==> src/rtl/iet_pkg.sv <==
package iet_pkg;

  localparam int COORD_WIDTH = 12;

  localparam logic [COORD_WIDTH-1:0] RESET_MAX_X = COORD_WIDTH'(639);
  localparam logic [COORD_WIDTH-1:0] RESET_MAX_Y = COORD_WIDTH'(479);

  localparam logic FUNC_POP = 1'b1;

  localparam logic [15:0] EV_KEY = 16'd1;
  localparam logic [15:0] EV_REL = 16'd2;
  localparam logic [15:0] EV_ABS = 16'd3;

  localparam logic [15:0] AXIS_X = 16'd0;
  localparam logic [15:0] AXIS_Y = 16'd1;

  localparam logic [15:0] BUTTON_BASE = 16'h0110;
  localparam logic [15:0] BUTTON_LAST = 16'h0112;

  localparam logic [31:0] TABLET_FULL = 32'd32767;

  // depth of the decoded-word queue between front and back
  localparam int QUEUE_DEPTH = 4;

  typedef enum logic [0:0] {
    REG_SCREEN_MAX_X = 1'b0,
    REG_SCREEN_MAX_Y = 1'b1
  } cfg_reg_t;

  typedef enum logic [3:0] {
    OP_NONE,
    OP_POP,
    OP_BUTTON,
    OP_MODIFIER,
    OP_KEY,
    OP_REL_X,
    OP_REL_Y,
    OP_ABS_X,
    OP_ABS_Y
  } op_t;

  typedef struct packed {
    logic               func;
    logic [15:0]        event_type;
    logic [15:0]        event_code;
    logic signed [31:0] event_value;
  } event_t;

  typedef struct packed {
    logic [11:0] pointer_x;
    logic [11:0] pointer_y;
    logic [2:0]  button_bits;
    logic [3:0]  modifier_bits;
    logic        key_valid;
    logic [6:0]  key_code;
    logic [3:0]  key_modifiers;
    logic        key_pressed;
    logic        key_pending;
  } result_t;

  // decoded word handed from front to back
  typedef struct packed {
    op_t                    op;
    logic                   pressed;
    logic [3:0]             mask;
    logic [6:0]             keycode;
    logic signed [31:0]     delta;
    logic [COORD_WIDTH-1:0] coord;
  } work_t;

  typedef struct packed {
    logic       pressed;
    logic [3:0] mods;
    logic [6:0] code;
  } key_entry_t;

  // bit 7 marks a mapped code, low 7 bits hold the target keycode
  function automatic logic [7:0] key_lookup(input logic [6:0] code);
    logic [7:0] res;
    unique case (code)
      7'd1:   res = {1'b1, 7'h35};
      7'd2:   res = {1'b1, 7'h12};
      7'd3:   res = {1'b1, 7'h13};
      7'd4:   res = {1'b1, 7'h14};
      7'd5:   res = {1'b1, 7'h15};
      7'd6:   res = {1'b1, 7'h17};
      7'd7:   res = {1'b1, 7'h16};
      7'd8:   res = {1'b1, 7'h1A};
      7'd9:   res = {1'b1, 7'h1C};
      7'd10:  res = {1'b1, 7'h19};
      7'd11:  res = {1'b1, 7'h1D};
      7'd12:  res = {1'b1, 7'h1B};
      7'd13:  res = {1'b1, 7'h18};
      7'd14:  res = {1'b1, 7'h33};
      7'd15:  res = {1'b1, 7'h30};
      7'd16:  res = {1'b1, 7'h0C};
      7'd17:  res = {1'b1, 7'h0D};
      7'd18:  res = {1'b1, 7'h0E};
      7'd19:  res = {1'b1, 7'h0F};
      7'd20:  res = {1'b1, 7'h11};
      7'd21:  res = {1'b1, 7'h10};
      7'd22:  res = {1'b1, 7'h20};
      7'd23:  res = {1'b1, 7'h22};
      7'd24:  res = {1'b1, 7'h1F};
      7'd25:  res = {1'b1, 7'h23};
      7'd26:  res = {1'b1, 7'h21};
      7'd27:  res = {1'b1, 7'h1E};
      7'd28:  res = {1'b1, 7'h24};
      7'd30:  res = {1'b1, 7'h00};
      7'd31:  res = {1'b1, 7'h01};
      7'd32:  res = {1'b1, 7'h02};
      7'd33:  res = {1'b1, 7'h03};
      7'd34:  res = {1'b1, 7'h05};
      7'd35:  res = {1'b1, 7'h04};
      7'd36:  res = {1'b1, 7'h26};
      7'd37:  res = {1'b1, 7'h28};
      7'd38:  res = {1'b1, 7'h25};
      7'd39:  res = {1'b1, 7'h29};
      7'd40:  res = {1'b1, 7'h27};
      7'd41:  res = {1'b1, 7'h32};
      7'd43:  res = {1'b1, 7'h2A};
      7'd44:  res = {1'b1, 7'h06};
      7'd45:  res = {1'b1, 7'h07};
      7'd46:  res = {1'b1, 7'h08};
      7'd47:  res = {1'b1, 7'h09};
      7'd48:  res = {1'b1, 7'h0B};
      7'd49:  res = {1'b1, 7'h2D};
      7'd50:  res = {1'b1, 7'h2E};
      7'd51:  res = {1'b1, 7'h2B};
      7'd52:  res = {1'b1, 7'h2F};
      7'd53:  res = {1'b1, 7'h2C};
      7'd57:  res = {1'b1, 7'h31};
      7'd103: res = {1'b1, 7'h7E};
      7'd105: res = {1'b1, 7'h7B};
      7'd106: res = {1'b1, 7'h7C};
      7'd108: res = {1'b1, 7'h7D};
      default: res = 8'h00;
    endcase
    return res;
  endfunction

  function automatic logic [3:0] modifier_mask(input logic [15:0] code);
    logic [3:0] res;
    unique case (code)
      16'd42, 16'd54:   res = 4'b0001;
      16'd29, 16'd97:   res = 4'b0010;
      16'd56, 16'd100:  res = 4'b0100;
      16'd125, 16'd126: res = 4'b1000;
      default:          res = 4'b0000;
    endcase
    return res;
  endfunction

endpackage

==> src/rtl/iet_front.sv <==
module iet_front (
  input  logic                           clk,
  input  logic                           rst,
  input  logic                           in_valid,
  output logic                           in_ready,
  input  iet_pkg::event_t                in_data,
  input  logic [iet_pkg::COORD_WIDTH-1:0] screen_max_x,
  input  logic [iet_pkg::COORD_WIDTH-1:0] screen_max_y,
  output logic                           out_valid,
  input  logic                           out_ready,
  output iet_pkg::work_t                 out_data
);
  import iet_pkg::*;

  localparam logic [16:0] REM_ONE = 17'(TABLET_FULL);
  localparam logic [16:0] REM_TWO = 17'(2 * TABLET_FULL);

  logic                   advance;
  work_t                  dec;
  logic [7:0]             lookup;
  logic [3:0]             mod_mask;
  logic [COORD_WIDTH-1:0] max_sel;
  logic [31:0]            prod;

  logic                   s1_valid;
  work_t                  s1_work;
  logic [31:0]            s1_prod;
  logic [COORD_WIDTH-1:0] s1_max;

  logic                   s2_valid;
  work_t                  s2_work;
  logic [17:0]            s2_qest;
  logic [16:0]            s2_rem;
  logic [COORD_WIDTH-1:0] s2_max;
  work_t                  s2_done;

  logic                   s3_valid;
  work_t                  s3_work;

  logic [32:0]            est_sum;
  logic [17:0]            qest;
  logic [32:0]            rem_full;
  logic [17:0]            quot;
  logic [COORD_WIDTH-1:0] scaled;

  // whole front moves together; it stalls only when its last stage is blocked
  assign advance  = !s3_valid || out_ready;
  assign in_ready = advance;

  assign lookup   = key_lookup(in_data.event_code[6:0]);
  assign mod_mask = modifier_mask(in_data.event_code);
  assign max_sel  = (in_data.event_code == AXIS_Y) ? screen_max_y : screen_max_x;
  // wrapping 32-bit product, as the tablet scale requires
  assign prod     = in_data.event_value * 32'(max_sel);

  always_comb begin
    dec         = '0;
    dec.op      = OP_NONE;
    dec.pressed = (in_data.event_value != 32'sd0);
    dec.delta   = in_data.event_value;
    dec.keycode = lookup[6:0];
    if (in_data.func == FUNC_POP) begin
      dec.op = OP_POP;
    end else if (in_data.event_type == EV_KEY) begin
      if (in_data.event_code >= BUTTON_BASE && in_data.event_code <= BUTTON_LAST) begin
        dec.op   = OP_BUTTON;
        dec.mask = 4'b0001 << in_data.event_code[1:0];
      end else if (mod_mask != 4'b0000) begin
        dec.op   = OP_MODIFIER;
        dec.mask = mod_mask;
      end else if (in_data.event_code[15:7] == 9'd0 && lookup[7]) begin
        dec.op = OP_KEY;
      end
    end else if (in_data.event_type == EV_REL) begin
      if (in_data.event_code == AXIS_X) begin
        dec.op = OP_REL_X;
      end else if (in_data.event_code == AXIS_Y) begin
        dec.op = OP_REL_Y;
      end
    end else if (in_data.event_type == EV_ABS) begin
      if (in_data.event_code == AXIS_X) begin
        dec.op = OP_ABS_X;
      end else if (in_data.event_code == AXIS_Y) begin
        dec.op = OP_ABS_Y;
      end
    end
  end

  // divide by 2^15-1: estimate p*(1+2^-15+2^-30)/2^15, never above the true quotient
  assign est_sum  = {1'b0, s1_prod} + 33'(s1_prod >> 15) + 33'(s1_prod >> 30);
  assign qest     = est_sum[32:15];
  assign rem_full = {1'b0, s1_prod} - {qest, 15'b0} + 33'(qest);

  // correct the estimate, then clamp to the screen max
  assign quot   = s2_qest + 18'(s2_rem >= REM_ONE) + 18'(s2_rem >= REM_TWO);
  assign scaled = (quot > 18'(s2_max)) ? s2_max : quot[COORD_WIDTH-1:0];

  always_comb begin
    s2_done = s2_work;
    if (s2_work.op == OP_ABS_X || s2_work.op == OP_ABS_Y) begin
      s2_done.coord = scaled;
    end
  end

  always_ff @(posedge clk) begin
    if (rst) begin
      s1_valid <= 1'b0;
      s2_valid <= 1'b0;
      s3_valid <= 1'b0;
    end else if (advance) begin
      s1_valid <= in_valid;
      s2_valid <= s1_valid;
      s3_valid <= s2_valid;
    end
  end

  always_ff @(posedge clk) begin
    if (advance) begin
      s1_work <= dec;
      s1_prod <= prod;
      s1_max  <= max_sel;
      s2_work <= s1_work;
      s2_qest <= qest;
      s2_rem  <= rem_full[16:0];
      s2_max  <= s1_max;
      s3_work <= s2_done;
    end
  end

  assign out_valid = s3_valid;
  assign out_data  = s3_work;

endmodule

==> src/rtl/iet_queue.sv <==
module iet_queue (
  input  logic           clk,
  input  logic           rst,
  input  logic           in_valid,
  output logic           in_ready,
  input  iet_pkg::work_t in_data,
  output logic           out_valid,
  input  logic           out_ready,
  output iet_pkg::work_t out_data
);
  import iet_pkg::*;

  localparam int PW = $clog2(QUEUE_DEPTH);

  work_t         slots [QUEUE_DEPTH];
  logic [PW-1:0] wr_ptr;
  logic [PW-1:0] rd_ptr;
  logic [PW:0]   count;
  logic          push;
  logic          pop;

  assign in_ready  = (count != (PW + 1)'(QUEUE_DEPTH));
  assign out_valid = (count != '0);
  assign out_data  = slots[rd_ptr];
  assign push      = in_valid && in_ready;
  assign pop       = out_valid && out_ready;

  always_ff @(posedge clk) begin
    if (rst) begin
      wr_ptr <= '0;
      rd_ptr <= '0;
      count  <= '0;
    end else begin
      if (push) begin
        wr_ptr <= wr_ptr + 1'b1;
      end
      if (pop) begin
        rd_ptr <= rd_ptr + 1'b1;
      end
      if (push && !pop) begin
        count <= count + 1'b1;
      end else if (pop && !push) begin
        count <= count - 1'b1;
      end
    end
  end

  always_ff @(posedge clk) begin
    if (push) begin
      slots[wr_ptr] <= in_data;
    end
  end

endmodule

==> src/rtl/iet_back.sv <==
module iet_back #(
  parameter int KEY_FIFO_DEPTH = 32
) (
  input  logic                            clk,
  input  logic                            rst,
  input  logic                            in_valid,
  output logic                            in_ready,
  input  iet_pkg::work_t                  in_data,
  input  logic [iet_pkg::COORD_WIDTH-1:0] screen_max_x,
  input  logic [iet_pkg::COORD_WIDTH-1:0] screen_max_y,
  output logic                            out_valid,
  input  logic                            out_ready,
  output iet_pkg::result_t                out_data
);
  import iet_pkg::*;

  localparam int            PW   = $clog2(KEY_FIFO_DEPTH);
  localparam logic [PW-1:0] LAST = PW'(KEY_FIFO_DEPTH - 1);
  localparam int            SW   = 34;

  logic [COORD_WIDTH-1:0] pointer_x;
  logic [COORD_WIDTH-1:0] pointer_x_next;
  logic [COORD_WIDTH-1:0] pointer_y;
  logic [COORD_WIDTH-1:0] pointer_y_next;
  logic [2:0]             buttons;
  logic [2:0]             buttons_next;
  logic [3:0]             modifiers;
  logic [3:0]             modifiers_next;
  logic [PW-1:0]          wr_ptr;
  logic [PW-1:0]          wr_ptr_next;
  logic [PW-1:0]          rd_ptr;
  logic [PW-1:0]          rd_ptr_next;

  key_entry_t             key_store [KEY_FIFO_DEPTH];
  key_entry_t             head;
  key_entry_t             entry;

  logic                   take;
  logic                   push;
  logic                   empty;
  logic                   full;
  logic [PW-1:0]          wr_step;
  logic [PW-1:0]          rd_step;
  logic [COORD_WIDTH-1:0] pos_sel;
  logic [COORD_WIDTH-1:0] max_sel;
  logic signed [SW-1:0]   rel_sum;
  logic [COORD_WIDTH-1:0] rel_pos;
  result_t                res;
  result_t                result;

  assign in_ready = !out_valid || out_ready;
  assign take     = in_valid && in_ready;

  assign wr_step = (wr_ptr == LAST) ? '0 : wr_ptr + 1'b1;
  assign rd_step = (rd_ptr == LAST) ? '0 : rd_ptr + 1'b1;
  assign empty   = (wr_ptr == rd_ptr);
  assign full    = (wr_step == rd_ptr);

  assign entry.pressed = in_data.pressed;
  assign entry.mods    = modifiers;
  assign entry.code    = in_data.keycode;

  // relative move: exact signed sum, clamped to 0..max
  assign pos_sel = (in_data.op == OP_REL_Y) ? pointer_y : pointer_x;
  assign max_sel = (in_data.op == OP_REL_Y) ? screen_max_y : screen_max_x;
  assign rel_sum = $signed({{(SW - COORD_WIDTH){1'b0}}, pos_sel}) + SW'(in_data.delta);

  always_comb begin
    if (rel_sum < 0) begin
      rel_pos = '0;
    end else if (rel_sum > $signed({{(SW - COORD_WIDTH){1'b0}}, max_sel})) begin
      rel_pos = max_sel;
    end else begin
      rel_pos = rel_sum[COORD_WIDTH-1:0];
    end
  end

  always_comb begin
    pointer_x_next = pointer_x;
    pointer_y_next = pointer_y;
    buttons_next   = buttons;
    modifiers_next = modifiers;
    wr_ptr_next    = wr_ptr;
    rd_ptr_next    = rd_ptr;
    push           = 1'b0;
    res            = '0;
    if (take) begin
      unique case (in_data.op)
        OP_POP: begin
          if (!empty) begin
            res.key_valid     = 1'b1;
            res.key_code      = head.code;
            res.key_modifiers = head.mods;
            res.key_pressed   = head.pressed;
            rd_ptr_next       = rd_step;
          end
        end
        OP_BUTTON: begin
          buttons_next = in_data.pressed ? (buttons | in_data.mask[2:0])
                                         : (buttons & ~in_data.mask[2:0]);
        end
        OP_MODIFIER: begin
          modifiers_next = in_data.pressed ? (modifiers | in_data.mask)
                                           : (modifiers & ~in_data.mask);
        end
        OP_KEY: begin
          // drop the key when the store is full
          if (!full) begin
            push        = 1'b1;
            wr_ptr_next = wr_step;
          end
        end
        OP_REL_X: pointer_x_next = rel_pos;
        OP_REL_Y: pointer_y_next = rel_pos;
        OP_ABS_X: pointer_x_next = in_data.coord;
        OP_ABS_Y: pointer_y_next = in_data.coord;
        default: begin
        end
      endcase
    end
    res.pointer_x     = 12'(pointer_x_next);
    res.pointer_y     = 12'(pointer_y_next);
    res.button_bits   = buttons_next;
    res.modifier_bits = modifiers_next;
    res.key_pending   = (wr_ptr_next != rd_ptr_next);
  end

  always_ff @(posedge clk) begin
    if (rst) begin
      pointer_x <= '0;
      pointer_y <= '0;
      buttons   <= '0;
      modifiers <= '0;
      wr_ptr    <= '0;
      rd_ptr    <= '0;
      out_valid <= 1'b0;
    end else begin
      pointer_x <= pointer_x_next;
      pointer_y <= pointer_y_next;
      buttons   <= buttons_next;
      modifiers <= modifiers_next;
      wr_ptr    <= wr_ptr_next;
      rd_ptr    <= rd_ptr_next;
      if (take) begin
        out_valid <= 1'b1;
      end else if (out_ready) begin
        out_valid <= 1'b0;
      end
    end
  end

  always_ff @(posedge clk) begin
    if (take) begin
      result <= res;
    end
  end

  // key store with a registered head word; forward a write that lands on the head
  always_ff @(posedge clk) begin
    if (push) begin
      key_store[wr_ptr] <= entry;
    end
    if (push && wr_ptr == rd_ptr_next) begin
      head <= entry;
    end else begin
      head <= key_store[rd_ptr_next];
    end
  end

  assign out_data = result;

endmodule

==> src/rtl/input_event_translator_top.sv <==
// Input event translator. Each word on the input carries either an input event
// (type, code, value) or a request to pop one queued key; each word yields one
// result word with the pointer position, button and modifier masks, the popped
// key if any, and whether keys remain queued. One word is accepted per clock
// cycle, sustained, while the output is not stalled, and each result word is
// registered. The back end's state update sets the rate, one word per cycle
// unless stalled; the front end decodes keys and scales absolute positions
// over three pipeline stages (multiply, quotient estimate, correct and clamp)
// and feeds the back end through a four-word queue. Keys are held in a
// KEY_FIFO_DEPTH-entry store that holds KEY_FIFO_DEPTH-1 keys; a key arriving
// when it is full is dropped. No clearing pass after reset.
// Write the screen max registers only while the block is idle.
module input_event_translator_top #(
  parameter int KEY_FIFO_DEPTH = 32
) (
  input  logic                            clk,
  input  logic                            rst,
  input  logic                            in_valid,
  output logic                            in_ready,
  input  iet_pkg::event_t                 in_data,
  output logic                            out_valid,
  input  logic                            out_ready,
  output iet_pkg::result_t                out_data,
  input  logic                            cfg_write,
  input  iet_pkg::cfg_reg_t               cfg_index,
  input  logic [iet_pkg::COORD_WIDTH-1:0] cfg_data
);
  import iet_pkg::*;

  logic [COORD_WIDTH-1:0] screen_max_x;
  logic [COORD_WIDTH-1:0] screen_max_y;

  logic  f_valid;
  logic  f_ready;
  work_t f_data;
  logic  q_valid;
  logic  q_ready;
  work_t q_data;

  always_ff @(posedge clk) begin
    if (rst) begin
      screen_max_x <= RESET_MAX_X;
      screen_max_y <= RESET_MAX_Y;
    end else if (cfg_write) begin
      unique case (cfg_index)
        REG_SCREEN_MAX_X: screen_max_x <= cfg_data;
        REG_SCREEN_MAX_Y: screen_max_y <= cfg_data;
        default: begin
        end
      endcase
    end
  end

  iet_front u_front (
    .clk          (clk),
    .rst          (rst),
    .in_valid     (in_valid),
    .in_ready     (in_ready),
    .in_data      (in_data),
    .screen_max_x (screen_max_x),
    .screen_max_y (screen_max_y),
    .out_valid    (f_valid),
    .out_ready    (f_ready),
    .out_data     (f_data)
  );

  iet_queue u_queue (
    .clk       (clk),
    .rst       (rst),
    .in_valid  (f_valid),
    .in_ready  (f_ready),
    .in_data   (f_data),
    .out_valid (q_valid),
    .out_ready (q_ready),
    .out_data  (q_data)
  );

  iet_back #(
    .KEY_FIFO_DEPTH (KEY_FIFO_DEPTH)
  ) u_back (
    .clk          (clk),
    .rst          (rst),
    .in_valid     (q_valid),
    .in_ready     (q_ready),
    .in_data      (q_data),
    .screen_max_x (screen_max_x),
    .screen_max_y (screen_max_y),
    .out_valid    (out_valid),
    .out_ready    (out_ready),
    .out_data     (out_data)
  );

  a_reset_clears_output: assert property (@(posedge clk) rst |=> !out_valid)
    else $error("output word valid right after reset");

  a_no_key_fields_zero: assert property (@(posedge clk) disable iff (rst)
    out_valid && !out_data.key_valid |->
      out_data.key_code == 7'd0 && out_data.key_modifiers == 4'd0 && !out_data.key_pressed)
    else $error("key fields set without a popped key");

  a_front_stall_cause: assert property (@(posedge clk) disable iff (rst)
    !in_ready |-> f_valid && !f_ready)
    else $error("front stalled without a blocked word");

  a_back_stall_cause: assert property (@(posedge clk) disable iff (rst)
    q_valid && !q_ready |-> out_valid && !out_ready)
    else $error("back end stalled while output register free");

endmodule

==> config.mk <==
export PLATFORM = sky130hd
export DESIGN_NAME = input_event_translator_top
export DESIGN_NICKNAME = d
export VERILOG_FILES = /design/src/rtl/iet_pkg.sv /design/src/rtl/iet_front.sv /design/src/rtl/iet_queue.sv /design/src/rtl/iet_back.sv /design/src/rtl/input_event_translator_top.sv
export SDC_FILE = /design/constraint.sdc
export NUM_CORES = 2
export LEC_CHECK = 0
export ABC_CLOCK_PERIOD_IN_PS = 10150
export BUFFER_PORTS_ARGS = -buffer_cell sky130_fd_sc_hd__buf_2
export CORE_MARGIN = 2
export CORE_UTILIZATION = 25
export CTS_BUF_LIST = sky130_fd_sc_hd__clkbuf_4 sky130_fd_sc_hd__clkbuf_8
export CTS_CLUSTER_SIZE = 40
export DETAILED_ROUTE_END_ITERATION = 8
export SLEW_MARGIN = 20
export SYNTH_ARGS = -nofsm -noshare
export SYNTH_HDL_FRONTEND = slang
export SYNTH_SLANG_ARGS = --single-unit
==> constraint.sdc <==
create_clock -name clk -period 10.15 [get_ports clk]
set_input_delay 0.5075 -clock clk [delete_from_list [all_inputs] [get_ports clk]]
set_output_delay 0.5075 -clock clk [all_outputs]
set_load 0.005 [all_outputs]
==> summary.txt <==
status = complete, no violations
most numerous cell on the critical path = fa_1
clock buffer count from CTS = 154
max-slew violations = 0
DR WL/cell = 18.3 um
Worst Setup Slack, final = 2020 ps
NumNets Final = 4,300
Net Count, Synth = 4,097
Die Wd = 456 um
HPWL after DPL = 82,500 um
Clk pin slew, worst setup/hold paths = 70 ps
crit path max-delay cell type = mux2_2
static leakage = 21.4 nW
synthesized netlist cell count = 3,602
worst slew pin tran = 1110 ps
largest net degree at the start of global routing = 101
I/O Pins = 130
Post-synth EDFFs = 916
WHS = 114 ps
Final Non-Filler Cells = 6,610
DRT iter0 DRCs = 2,166
fin crit period = 8130 ps
Peak VDD IR = 0.000291 V
hold path startpoint = cfg_index
register area share after synthesis = 57.2%
Required @ worst endpoint = 10,740 ps
# resized after CTS = 0
CP arrival = 8730 ps
Max-Cap Viols = 0
DRT antenna net count = 0
mean area per synthesized cell = 14.2 sq um
residual DRC count = 0
Period Utilization, post-route = 80.1%
Crit Path Max Fanout = 28
gpl congestion = 0.841
Setup Skew = 50.5 ps
CTS tree = yes
Congestion Overflow GR = 0
#FFs+latches synth = 999
crit end category = flop
filler instances = 20.3k
H-tree Lvls = 4
RSZ-0062 raised after global routing = false
Mapped Area = 51,000 sq um
highest-count cells in the layout ignoring fill and taps = edfxtp_1 (916), inv_1 (392), nand2_1 (362)
vias per cell = 4.43
buffers added on ports = 129
CTS sink cnt = 999
ys flop type = edfxtp_1
Synthesis Warnings = 0
GRT Total Usage = 11.6%
Clock Latency Late Sink = 850 ps
most common cell after layout, fill and taps aside = edfxtp_1
Relative slew margins = 25.6%
final hold viol count = 0
CTS Root Cell = clkbuf_8
Initial Util = 25.2%
Placed Instances = 6,298
share of async-settable or async-resettable flops after synthesis = 0%
Startpoint Class = input port
Power per Cell Area = 281 nW/um^2
Setup Crit Path Kind = input port to flop
Netlist cell types = 86
die height = 456 um
Cell Rows = 165
via count of the first global-routing pass = 30.4k
Max Clock Freq = 123 MHz
die area = 208,000 sq um
TNS Setup = 0 ps
Placed Area = 54,800 sq um
share of layout cells above drive strength 1 = 17.7%
Hold WC Path Type = input port to flop
design area = 58,300 sq um
Place WS = 1080 ps
DR vias = 29.3k
DRT Wirelength = 121,000 um
first-pass GRT wire length = 184,000 um
Core ar. = 203,000 sq um
Worst Setup SP = in_data[45]
Finish-stage setup viols = 0
largest stage delay on the critical path = 860 ps
TritonRoute pass-1 iters = 5
initial antenna violation count = 12
Bufs on Longest Clock Path = 3
P&R area growth vs syn = 14.4%
-- power breakdown --
part / internal (mW) / total (mW) / switching, mW
sequential: 5.37 / 5.66 / 0.285
clock: 1.92 / 3.52 / 1.60
combinational: 3.09 / 7.22 / 4.13
total: 10.4 / 16.4 / 6.01
-- through the flow --
| step | utilization [%] | power (mW) |
|---|---|---|
| final | 28.8 | 16.4 |
| after global routing | 28.8 | 17.7 |
| after CTS | 28.8 | 16.6 |
| after detailed placement | 27.1 | 13.0 |
| after global placement | 27.0 | 12.9 |
| after floorplan | - | 11.0 |
-- Yosys cell counts, drive strengths merged (10+ instances only) --
cell,n,area share (%)
fa,244,9.6
a21oi,97,0.95
xor2,33,0.57
nand3,70,0.69
clkbuf,126,0.93
mux4,181,8.0
o211ai,11,0.21
and3,20,0.25
nand2b,19,0.23
nor3,35,0.35
nand4,20,0.27
a211oi,21,0.31
a32oi,10,0.17
a31oi,15,0.18
o21ai,75,0.74
nor2b,21,0.26
nand2,363,2.7
mux2i,51,1.0
inv,395,2.9
a21o,27,0.40
xnor2,89,1.5
mux2,34,0.75
o21bai,11,0.16
nor2,151,1.1
nor4,18,0.25
buf,31,0.33
edfxtp,916,54
and2,133,1.6
ha,168,4.1
dfxtp,83,3.3
-- area by class of cell --
cell class	count	area, sq um	share of cell area, %
Sequential cell	999	29200	50.1
Timing Repair Buffer	204	1270	2.17
Inverter	396	1490	2.56
Clock buffer	215	2610	4.47
Multi-Input combinational cell	2050	19700	33.8
Antenna cell	4	10.0	0.0172
Clock inverter	70	661	1.13
Tap cell	2672	3340	5.73
-- state kept, by name, indices dropped and copies added (netlist names), 2 cells and up, named ones only --
signal,flops
u_back.pointer_x,12
u_back.buttons,3
u_front.s1_work,48
u_front.s2_qest,18
u_back.out_data,45
u_front.out_data,60
u_front.s1_prod,32
u_front.s1_max,12
screen_max_x,12
u_back.key_store,384
u_back.pointer_y,12
u_queue.slots,240
u_queue.rd_ptr,2
u_back.rd_ptr,5
u_back.wr_ptr,5
u_queue.count,3
u_front.s2_done,48
u_front.s2_max,12
u_front.s2_rem,17
screen_max_y,12
u_back.modifiers,4
u_queue.wr_ptr,2
-- final timing paths --
check | endpoint | slack [ps] | cells after the start
worst min-delay path | screen_max_y[5]$_SDFFE_PP0P_ | 110 | 3
worst max register to register | u_back.out_data[37]$_DFFE_PP_ | 2380 | 23
worst min register to register | u_front.s2_done[31]$_DFFE_PP_ | 410 | 0
worst max-delay path | u_front.s1_prod[31]$_DFFE_PP_ | 2020 | 27
-- worst max-delay path, delay by kind of cell --
| kind | cells | cell delay, ps |
|---|---|---|
| and+or+nand+nor | 8 | 2470 |
| buffers and inverters | 4 | 240 |
| AOI/OAI and AO/OA | 7 | 1520 |
| muxes | 1 | 860 |
| xor gates and xnor gates | 1 | 120 |
| adders and majority gates | 6 | 2970 |
-- cells by family after synthesis --
logic type,after synthesis,synth area share [%]
flops,999,57.2
simple gates,898,8.47
buf+inv,553,4.17
fa+ha+maj,412,13.7
compound gates,352,4.57
mux,266,9.78
xor+xnor,122,2.10
-- timing repair --
| item | in CTS | in global routing |
|---|---|---|
| endpoints found under the hold margin | 35 | 0 |
| hold buffers | 23 | 0 |
| buffers inserted | 0 | 0 |
-- metal layers --
layer | part of all wire [%] | wire length (um) | GRT usage [%]
met1 | 43 | 51600 | 14.8
met2 | 49 | 59400 | 19.4
met3 | 5.3 | 6460 | 2.24
met4 | 2.8 | 3440 | 4.07
met5 | 0.063 | 76 | 0.161
No activity file was read; power rests on OpenSTA's default activity.
